[src/design/spi_flash_command_sequencer_unit_defines.svh]
// assertion helpers, clocked on clk and disabled in reset
`ifndef SPI_FLASH_COMMAND_SEQUENCER_UNIT_DEFINES_SVH
`define SPI_FLASH_COMMAND_SEQUENCER_UNIT_DEFINES_SVH

`define SFCS_ASSERT(label, prop, msg) \
	label: assert property (@(posedge clk) disable iff (!arst_n) (prop)) else $error(msg);

`define SFCS_ASSERT_NEVER(label, cond, msg) \
	label: assert property (@(posedge clk) disable iff (!arst_n) !(cond)) else $error(msg);

`endif

[src/design/sfcs_pkg.sv]
package sfcs_pkg;

	localparam int BUFFER_DEPTH = 256;
	localparam int ADDRESS_WIDTH = 24;
	localparam int BUF_AW = (BUFFER_DEPTH > 1) ? $clog2(BUFFER_DEPTH) : 1;
	localparam int Q_DEPTH = 4;
	localparam int Q_AW = $clog2(Q_DEPTH);
	localparam int FRAME_MAX = 6;

	localparam logic [2:0] REQ_UNLOCK = 3'd0;
	localparam logic [2:0] REQ_ERASE = 3'd1;
	localparam logic [2:0] REQ_WRITE = 3'd2;
	localparam logic [2:0] REQ_READ = 3'd3;
	localparam logic [2:0] REQ_READID = 3'd4;
	localparam logic [2:0] REQ_DONE = 3'd5;
	localparam logic [2:0] REQ_LOAD = 3'd6;

	localparam logic [2:0] M_IDLE = 3'd0;
	localparam logic [2:0] M_UNLOCK = 3'd1;
	localparam logic [2:0] M_ERASE = 3'd2;
	localparam logic [2:0] M_WRITE = 3'd3;
	localparam logic [2:0] M_READ = 3'd4;
	localparam logic [2:0] M_READID = 3'd5;

	localparam logic [7:0] OP_EWSR = 8'h50;
	localparam logic [7:0] OP_WRSR = 8'h01;
	localparam logic [7:0] OP_WREN = 8'h06;
	localparam logic [7:0] OP_WRDI = 8'h04;
	localparam logic [7:0] OP_RDSR = 8'h05;
	localparam logic [7:0] OP_ERASE = 8'h60;
	localparam logic [7:0] OP_BPROG = 8'h02;
	localparam logic [7:0] OP_AAI = 8'hAD;
	localparam logic [7:0] OP_READ = 8'h0B;
	localparam logic [7:0] OP_RDID = 8'h90;

	typedef struct packed {
		logic [FRAME_MAX-1:0][7:0] bytes;
		logic [2:0] cnt;
		logic [8:0] rx;
	} sfcs_frame_t;

endpackage

[src/design/sfcs_front.sv]
`include "spi_flash_command_sequencer_unit_defines.svh"

module sfcs_front import sfcs_pkg::*; (
	input  logic        clk,
	input  logic        arst_n,
	input  logic        push,
	output logic        full,
	input  logic [2:0]  req_type,
	input  logic [7:0]  length,
	input  logic [7:0]  data_byte,
	input  logic [7:0]  status_byte,
	output logic        q_push,
	output sfcs_frame_t q_frame,
	input  logic        q_full
);

	localparam logic [9:0] DEPTH_W = 10'(BUFFER_DEPTH);

	logic [2:0] mode_q, n_mode;
	logic [1:0] step_q, n_step;
	logic [ADDRESS_WIDTH-1:0] addr_q, n_addr;
	logic [BUF_AW-1:0] li_q, n_li;
	logic [7:0] wl_q, n_wl;
	logic [8:0] wi_q, n_wi, wi1;
	logic srp_q, n_srp;
	sfcs_frame_t hold_q, fr;
	logic hold_v_q, fetch_q, fhi_q, take1_q;
	logic emit, fetch, fhi, take1, mem_we;
	logic [7:0] rd0_q, rd1_q, b0v, b1v;
	logic rv0_q, rv1_q;
	logic [7:0] mem [BUFFER_DEPTH];
	logic accept;
	logic [8:0] rem;
	logic two;
	logic [23:0] a24;

	assign full = hold_v_q & q_full;
	assign accept = push & ~full;
	assign wi1 = wi_q + 9'd1;
	assign rem = (wi_q < {1'b0, wl_q}) ? ({1'b0, wl_q} - wi_q) : 9'd0;
	assign two = rem >= 9'd2;
	assign a24 = 24'(addr_q);

	always_comb begin
		n_mode = mode_q;
		n_step = step_q;
		n_addr = addr_q;
		n_li = li_q;
		n_wl = wl_q;
		n_wi = wi_q;
		emit = 1'b0;
		fetch = 1'b0;
		fhi = 1'b0;
		take1 = 1'b0;
		mem_we = 1'b0;
		fr = '0;
		unique case (req_type) inside
			REQ_DONE: begin
				unique case (mode_q)
					M_UNLOCK: begin
						if (step_q != 2'd0) begin
							n_mode = M_IDLE;
						end else begin
							n_step = 2'd1;
							emit = 1'b1;
							fr.bytes[0] = OP_WRSR;
							fr.cnt = 3'd2;
						end
					end
					M_ERASE: begin
						if (step_q == 2'd0) begin
							n_step = 2'd1;
							emit = 1'b1;
							fr.bytes[0] = OP_ERASE;
							fr.cnt = 3'd1;
						end else if (step_q == 2'd1) begin
							emit = 1'b1;
							fr.cnt = 3'd1;
							if (srp_q && !status_byte[0]) begin
								n_step = 2'd2;
								fr.bytes[0] = OP_WRDI;
							end else begin
								fr.bytes[0] = OP_RDSR;
								fr.rx = 9'd2;
							end
						end else begin
							n_mode = M_IDLE;
						end
					end
					M_WRITE: begin
						unique case (step_q)
							2'd0: begin
								n_step = 2'd1;
								emit = 1'b1;
								fetch = 1'b1;
								fhi = 1'b1;
								take1 = two;
								fr.bytes[0] = two ? OP_AAI : OP_BPROG;
								fr.bytes[1] = a24[23:16];
								fr.bytes[2] = a24[15:8];
								fr.bytes[3] = a24[7:0];
								fr.cnt = two ? 3'd6 : 3'd5;
								n_wi = two ? wi_q + 9'd2 : wi1;
							end
							2'd1: begin
								n_step = 2'd2;
								emit = 1'b1;
								fr.bytes[0] = OP_RDSR;
								fr.cnt = 3'd1;
								fr.rx = 9'd2;
							end
							2'd2: begin
								emit = 1'b1;
								if (status_byte[0]) begin
									fr.bytes[0] = OP_RDSR;
									fr.cnt = 3'd1;
									fr.rx = 9'd2;
								end else if (rem == 9'd0) begin
									n_step = 2'd3;
									fr.bytes[0] = OP_WRDI;
									fr.cnt = 3'd1;
								end else begin
									n_step = 2'd1;
									fetch = 1'b1;
									take1 = two;
									fr.bytes[0] = OP_AAI;
									fr.cnt = 3'd3;
									n_wi = two ? wi_q + 9'd2 : wi1;
								end
							end
							default: begin
								n_addr = addr_q + ADDRESS_WIDTH'(wl_q);
								n_mode = M_IDLE;
							end
						endcase
					end
					default: n_mode = M_IDLE;
				endcase
			end
			REQ_LOAD: begin
				if (mode_q != M_WRITE) begin
					mem_we = 1'b1;
					n_li = (li_q == BUF_AW'(BUFFER_DEPTH - 1)) ? '0 : li_q + 1'b1;
				end
			end
			REQ_UNLOCK, REQ_ERASE, REQ_WRITE, REQ_READ, REQ_READID: begin
				if (mode_q == M_IDLE) begin
					n_step = 2'd0;
					emit = 1'b1;
					fr.cnt = 3'd1;
					unique case (req_type)
						REQ_UNLOCK: begin
							n_mode = M_UNLOCK;
							fr.bytes[0] = OP_EWSR;
						end
						REQ_ERASE: begin
							n_mode = M_ERASE;
							fr.bytes[0] = OP_WREN;
						end
						REQ_WRITE: begin
							if (length == 8'd0) begin
								emit = 1'b0;
							end else begin
								n_mode = M_WRITE;
								n_wl = length;
								n_wi = '0;
								n_li = '0;
								fr.bytes[0] = OP_WREN;
							end
						end
						REQ_READ: begin
							n_mode = M_READ;
							fr.bytes[0] = OP_READ;
							fr.bytes[1] = a24[23:16];
							fr.bytes[2] = a24[15:8];
							fr.bytes[3] = a24[7:0];
							fr.cnt = 3'd5;
							fr.rx = {1'b0, length} + 9'd5;
						end
						default: begin
							n_mode = M_READID;
							fr.bytes[0] = OP_RDID;
							fr.cnt = 3'd4;
							fr.rx = 9'd8;
						end
					endcase
				end
			end
			default: ;
		endcase
		n_srp = (fr.rx == 9'd2) && (fr.cnt == 3'd1) && (fr.bytes[0] == OP_RDSR);
	end

	always_ff @(posedge clk or negedge arst_n) begin
		if (!arst_n) begin
			mode_q <= M_IDLE;
			step_q <= '0;
			addr_q <= '0;
			li_q <= '0;
			wl_q <= '0;
			wi_q <= '0;
			srp_q <= 1'b0;
			hold_v_q <= 1'b0;
			fetch_q <= 1'b0;
		end else begin
			if (q_push) begin
				hold_v_q <= 1'b0;
			end
			if (accept) begin
				mode_q <= n_mode;
				step_q <= n_step;
				addr_q <= n_addr;
				li_q <= n_li;
				wl_q <= n_wl;
				wi_q <= n_wi;
				if (emit) begin
					srp_q <= n_srp;
					hold_v_q <= 1'b1;
					fetch_q <= fetch;
				end
			end
		end
	end

	always_ff @(posedge clk) begin
		if (accept && emit) begin
			hold_q <= fr;
			fhi_q <= fhi;
			take1_q <= take1;
		end
		if (accept) begin
			if (mem_we) begin
				mem[li_q] <= data_byte;
			end
			rd0_q <= mem[wi_q[BUF_AW-1:0]];
			rd1_q <= mem[wi1[BUF_AW-1:0]];
			rv0_q <= {1'b0, wi_q} < DEPTH_W;
			rv1_q <= {1'b0, wi1} < DEPTH_W;
		end
	end

	assign b0v = rv0_q ? rd0_q : 8'h00;
	assign b1v = (take1_q && rv1_q) ? rd1_q : 8'h00;
	assign q_push = hold_v_q & ~q_full;

	always_comb begin
		q_frame = hold_q;
		if (fetch_q) begin
			if (fhi_q) begin
				q_frame.bytes[4] = b0v;
				q_frame.bytes[5] = b1v;
			end else begin
				q_frame.bytes[1] = b0v;
				q_frame.bytes[2] = b1v;
			end
		end
	end

	`SFCS_ASSERT(a_push_has_frame, q_push |-> (hold_q.cnt != 3'd0), "pushed frame has no bytes")

endmodule

[src/design/sfcs_fifo.sv]
`include "spi_flash_command_sequencer_unit_defines.svh"

module sfcs_fifo import sfcs_pkg::*; (
	input  logic        clk,
	input  logic        arst_n,
	input  logic        wr,
	input  sfcs_frame_t wdata,
	output logic        q_full,
	input  logic        rd,
	output sfcs_frame_t head,
	output logic        q_empty
);

	sfcs_frame_t ent_q [Q_DEPTH];
	logic [Q_AW-1:0] wp_q, rp_q;
	logic [Q_AW:0] cnt_q;

	assign q_full = cnt_q == (Q_AW + 1)'(Q_DEPTH);
	assign q_empty = cnt_q == '0;
	assign head = ent_q[rp_q];

	always_ff @(posedge clk or negedge arst_n) begin
		if (!arst_n) begin
			wp_q <= '0;
			rp_q <= '0;
			cnt_q <= '0;
		end else begin
			if (wr) begin
				wp_q <= wp_q + 1'b1;
			end
			if (rd) begin
				rp_q <= rp_q + 1'b1;
			end
			cnt_q <= cnt_q + (Q_AW + 1)'(wr) - (Q_AW + 1)'(rd);
		end
	end

	always_ff @(posedge clk) begin
		if (wr) begin
			ent_q[wp_q] <= wdata;
		end
	end

	`SFCS_ASSERT_NEVER(a_no_overflow, wr && q_full, "frame pushed into full queue")
	`SFCS_ASSERT_NEVER(a_no_underflow, rd && q_empty, "frame popped from empty queue")

endmodule

[src/design/sfcs_back.sv]
`include "spi_flash_command_sequencer_unit_defines.svh"

module sfcs_back import sfcs_pkg::*; (
	input  logic        clk,
	input  logic        arst_n,
	input  sfcs_frame_t head,
	input  logic        q_empty,
	output logic        q_pop,
	output logic        empty,
	input  logic        pop,
	output logic [7:0]  tx_byte,
	output logic        frame_last,
	output logic [8:0]  rx_length
);

	logic out_v_q;
	logic [2:0] idx_q;
	logic ld, last;

	assign ld = ~out_v_q | pop;
	assign last = idx_q == head.cnt - 3'd1;
	assign q_pop = ld & ~q_empty & last;
	assign empty = ~out_v_q;

	always_ff @(posedge clk or negedge arst_n) begin
		if (!arst_n) begin
			out_v_q <= 1'b0;
			idx_q <= '0;
		end else if (ld) begin
			out_v_q <= ~q_empty;
			if (!q_empty) begin
				idx_q <= last ? 3'd0 : idx_q + 3'd1;
			end
		end
	end

	always_ff @(posedge clk) begin
		if (ld && !q_empty) begin
			tx_byte <= head.bytes[idx_q];
			frame_last <= last;
			rx_length <= head.rx;
		end
	end

	`SFCS_ASSERT(a_idx_in_frame, !q_empty |-> (idx_q < head.cnt), "byte index past frame end")

endmodule

[src/design/spi_flash_command_sequencer_unit.sv]
// SPI NOR flash command sequencer. Requests and frame-done events enter through the push/full
// side, one word per cycle while full is low; each accepted word is classified combinationally
// and its frame, if any, goes to a hold register and then into a four-entry frame queue when
// the queue has room. Frames that carry write-buffer data read the buffer memory as the word is
// accepted, so they take no longer. The back end hands out one frame byte per cycle, while pop
// is held, on the empty/pop side; a frame's first byte passes the hold register, the frame queue
// and the output byte register. full rises only while the queue is full and a finished frame
// waits. Reset does not clear the write buffer; a write sends entries 0 to length-1 as stored.
module spi_flash_command_sequencer_unit import sfcs_pkg::*; (
	input  logic       clk,
	input  logic       arst_n,
	input  logic       push,
	output logic       full,
	input  logic [2:0] req_type,
	input  logic [7:0] length,
	input  logic [7:0] data_byte,
	input  logic [7:0] status_byte,
	output logic       empty,
	input  logic       pop,
	output logic [7:0] tx_byte,
	output logic       frame_last,
	output logic [8:0] rx_length
);

	sfcs_frame_t wframe, head;
	logic q_push, q_full, q_pop, q_empty;

	sfcs_front u_front (
		.clk(clk), .arst_n(arst_n), .push(push), .full(full),
		.req_type(req_type), .length(length), .data_byte(data_byte),
		.status_byte(status_byte), .q_push(q_push), .q_frame(wframe), .q_full(q_full)
	);

	sfcs_fifo u_fifo (
		.clk(clk), .arst_n(arst_n), .wr(q_push), .wdata(wframe), .q_full(q_full),
		.rd(q_pop), .head(head), .q_empty(q_empty)
	);

	sfcs_back u_back (
		.clk(clk), .arst_n(arst_n), .head(head), .q_empty(q_empty), .q_pop(q_pop),
		.empty(empty), .pop(pop), .tx_byte(tx_byte), .frame_last(frame_last),
		.rx_length(rx_length)
	);

endmodule

[config.mk]
export PLATFORM = sky130hd
export DESIGN_NAME = spi_flash_command_sequencer_unit
export DESIGN_NICKNAME = d
export VERILOG_FILES = /design/src/design/sfcs_pkg.sv /design/src/design/sfcs_front.sv /design/src/design/sfcs_fifo.sv /design/src/design/sfcs_back.sv /design/src/design/spi_flash_command_sequencer_unit.sv
export VERILOG_INCLUDE_DIRS = /design/src /design/src/design
export SDC_FILE = /design/constraint.sdc
export NUM_CORES = 2
export LEC_CHECK = 0
export BUFFER_PORTS_ARGS = -buffer_cell sky130_fd_sc_hd__buf_2
export CAP_MARGIN = 10
export CORE_ASPECT_RATIO = 1.75
export CORE_MARGIN = 3
export CORE_UTILIZATION = 56
export DETAILED_ROUTE_END_ITERATION = 6
export GPL_TIMING_DRIVEN = 1
export PLACE_DENSITY = 0.72
export SKIP_CTS_REPAIR_TIMING = 1
export SLEW_MARGIN = 20
export SYNTH_ARGS = -nofsm -noshare
export SYNTH_HDL_FRONTEND = slang
export SYNTH_SLANG_ARGS = --single-unit
export TNS_END_PERCENT = 30
[constraint.sdc]
create_clock -name clk -period 6.1 [get_ports clk]
set_clock_uncertainty 0.1 [all_clocks]
set_input_delay 0.915 -clock clk [delete_from_list [all_inputs] [get_ports clk]]
set_output_delay 0.915 -clock clk [all_outputs]
set_load 0.01 [all_outputs]
==> flow_metrics.env <==
export IMPL_synth_warnings=0
export IMPL_clk_latency_ns=0.89
export IMPL_gp_congestion=0.990
export IMPL_dp_cells=8192
export IMPL_dp_hpwl_mm=207
export IMPL_critPathRequiredTime_ns=6.62
export IMPL_yosys_top_cells_area="edfxtp_1, mux4_2, mux2i_1, dfrtp_1, nor2_1"
export IMPL_mostFrequentLayoutCell="edfxtp_1"
export IMPL_synthCells=5792
export IMPL_vias_per_cell=7.17
export IMPL_die_height_um=599
export IMPL_crit_slowest_cell="dfrtp_4"
export IMPL_grt_max_degree=189
export IMPL_detailed_place_area_mm2=0.116
export IMPL_yosys_area_top_type="edfxtp_1"
export IMPL_critPathTopFamily="multiplexers"
export IMPL_root_buffer="clkbuf_16"
export IMPL_core_mm2=0.199
export IMPL_power_leakage_nw=39.3
export IMPL_synth_cell_types=80
export IMPL_setup_violations=0
export IMPL_path_clk_slew_ns=0.07
export IMPL_relSlewSlack_pct=16.0
export IMPL_drive_above_1_share_pct=29.9
export IMPL_grt_total_usage_pct=31.0
export IMPL_fin_crit_ns=4.94
export IMPL_final_cell_mix="edfxtp_1, mux4_2, nor2_1"
export IMPL_cp_start_kind="register"
export IMPL_cp_end_kind="register"
export IMPL_arrival_ns=5.46
export IMPL_fmax_ghz=0.203
export IMPL_finalHoldViolCount=0
export IMPL_grt_first_pass_wirelength_mm=452
export IMPL_synth_edf_count=2370
export IMPL_crit_buf_inv=2
export IMPL_syn_area_per_cell_um2=19.4
export IMPL_drt_first_iter_violations=7814
export IMPL_slew_viol_final=0
export IMPL_vdd_drop_max_mv=0.465
export IMPL_layout_cells_non_filler=8604
export IMPL_ys_seq_area_share_pct=64.8
export IMPL_critPathKind="reg2reg"
export IMPL_dr_pass1_iters=7
export IMPL_cts_sinks=2438
export IMPL_synth_top_cell_area_share_pct=63.3
export IMPL_fin_nets=5869
export IMPL_cts_buffers=216
export IMPL_dieArea_mm2=0.206
export IMPL_holdWs_ns=0.0895
export IMPL_status="completed"
export IMPL_cap_violations=0
export IMPL_die_x_um=345
export IMPL_syn_nets=5863
export IMPL_ant_nets=0
export IMPL_drc=0
export IMPL_port_buffers=43
export IMPL_synthFlopType="edfxtp_1"
export IMPL_cts_tree="built"
export IMPL_min_path_type="in2async"
export IMPL_slowest_delay_ns=1.11
export IMPL_num_rows=216
export IMPL_antenna_found_initial=17
export IMPL_async_flop_share_pct=2.79
export IMPL_finalPower_w=0.0574
export IMPL_start_util_pct=56.6
export IMPL_grt_overflow_total=0
export IMPL_synth_seq_cells=2438
export IMPL_fin_setup_tns_ns=0
export IMPL_clockBufferDepth=4
export IMPL_rsz0062_at_grt="false"
export IMPL_drt_total_wl_mm=316
export IMPL_vias=61666
export IMPL_grt_pass1_vias=63135
export IMPL_netlist_area_mm2=0.112
export IMPL_fillers=13555
export IMPL_r2r_cells=8
export IMPL_path_cells="ha_4, buf_12, buf_12, mux4_2, mux4_2, mux2i_1, a32oi_1, and4_1"
export IMPL_fin_area_mm2=0.123
export IMPL_htree_num_levels=4
export IMPL_wl_per_cell_um=36.7
export IMPL_areaGrowthSynthToFinish_pct=9.46
export IMPL_p_per_area_mw_per_mm2=467
export IMPL_r2r_slack_ns=1.16
export IMPL_reg2reg_to="u_front.rd1_q[2]"
export IMPL_reg2reg_from="u_front.wi_q[0]"
export IMPL_finalCritPeriodShare_pct=80.9
export IMPL_tightestPinTransition_ns=1.22
export IMPL_pin_count=51
export IMPL_cp_max_fo=37
==> power by group <==
part           internal, W  switching [W]  leakage, nW  total (W)
clock              0.00797        0.00611         3.50     0.0141
combinational       0.0108         0.0128         13.5     0.0237
sequential          0.0190       0.000620         22.3     0.0196
total               0.0378         0.0195         39.3     0.0574
==> state kept, by name (all words and copies together), names as in the netlist, 2 cells and up <==
| register | count |
|---|---|
| u_front.q_frame | 28 |
| u_front.a24 | 24 |
| u_fifo.ent_q | 240 |
| u_front.mode_q | 3 |
| u_front.rd1_q | 8 |
| u_back.rx_length | 9 |
| u_front.step_q | 2 |
| u_front.rd0_q | 8 |
| u_back.tx_byte | 8 |
| u_front.mem | 2048 |
| u_fifo.wp_q | 2 |
| u_front.wl_q | 8 |
| u_front.li_q | 8 |
| u_fifo.rp_q | 2 |
| u_back.idx_q | 3 |
| u_fifo.cnt_q | 3 |
| u_front.hold_q | 16 |
| u_front.wi_q | 9 |
==> per-layer routing <==
metal	global-route usage (%)	vias up	share of wire (%)
li1	-	24565	-
met2	51.9	3625	51
met5	0.260	-	0.053
met3	6.11	1064	8.6
met4	23.4	14	9.4
met1	35.3	32398	31
==> worst max path at each step <==
stage | start | end | slack (ns) | cells after the start
after floorplan | u_fifo.rp_q[0] | u_fifo.cnt_q[2] | 1.87 | 16
after global placement | req_type[1] | u_front.mem[42][1] | 1.31 | 6
after detailed placement | u_front.wi_q[0] | u_front.rd0_q[5] | 1.30 | 9
after CTS | u_front.wi_q[0] | u_front.rd0_q[5] | 1.23 | 9
after global routing | u_front.wi_q[0] | u_front.rd0_q[5] | 1.05 | 9
final | u_front.wi_q[0] | u_front.rd1_q[2] | 1.16 | 8
==> logic make-up after synthesis <==
family	synth area share (%)
muxes	26.0
buffers and inverters	2.06
adders and majority gates	0.465
and+or+nand+nor	3.15
xor gates and xnor gates	0.382
AOI/OAI and AO/OA	3.07
DFF	64.8
==> layout make-up <==
type / count / area (µm²) / area share [%]
Sequential cell: 2438 / 72900 / 59.3
Multi-Input combinational cell: 2871 / 37300 / 30.4
Clock buffer: 247 / 5600 / 4.55
Tap cell: 2616 / 3270 / 2.66
Timing Repair Buffer: 214 / 2070 / 1.68
Clock inverter: 145 / 1580 / 1.29
Inverter: 57 / 221 / 0.180
Antenna cell: 16 / 40.0 / 0.0325
==> stage by stage <==
stage / util [%] / setup WS (ns)
floorplan: - / 1.87
global placement: 58.3 / 1.31
detailed placement: 58.3 / 1.30
CTS: 61.9 / 1.23
global route: 61.9 / 1.05
finish: 61.9 / 1.16
==> Yosys cell counts, drive strengths merged, types with 37 or more instances <==
master / n
clkbuf: 160
buf: 266
edfxtp: 2370
nand2: 273
nor2: 369
dfrtp: 68
mux2i: 267
mux4: 1176
ha: 37
o21ai: 120
o22ai: 41
nand3: 38
xnor2: 38
a21oi: 114
o221ai: 64
inv: 57
(Power assumes the default switching activity.)
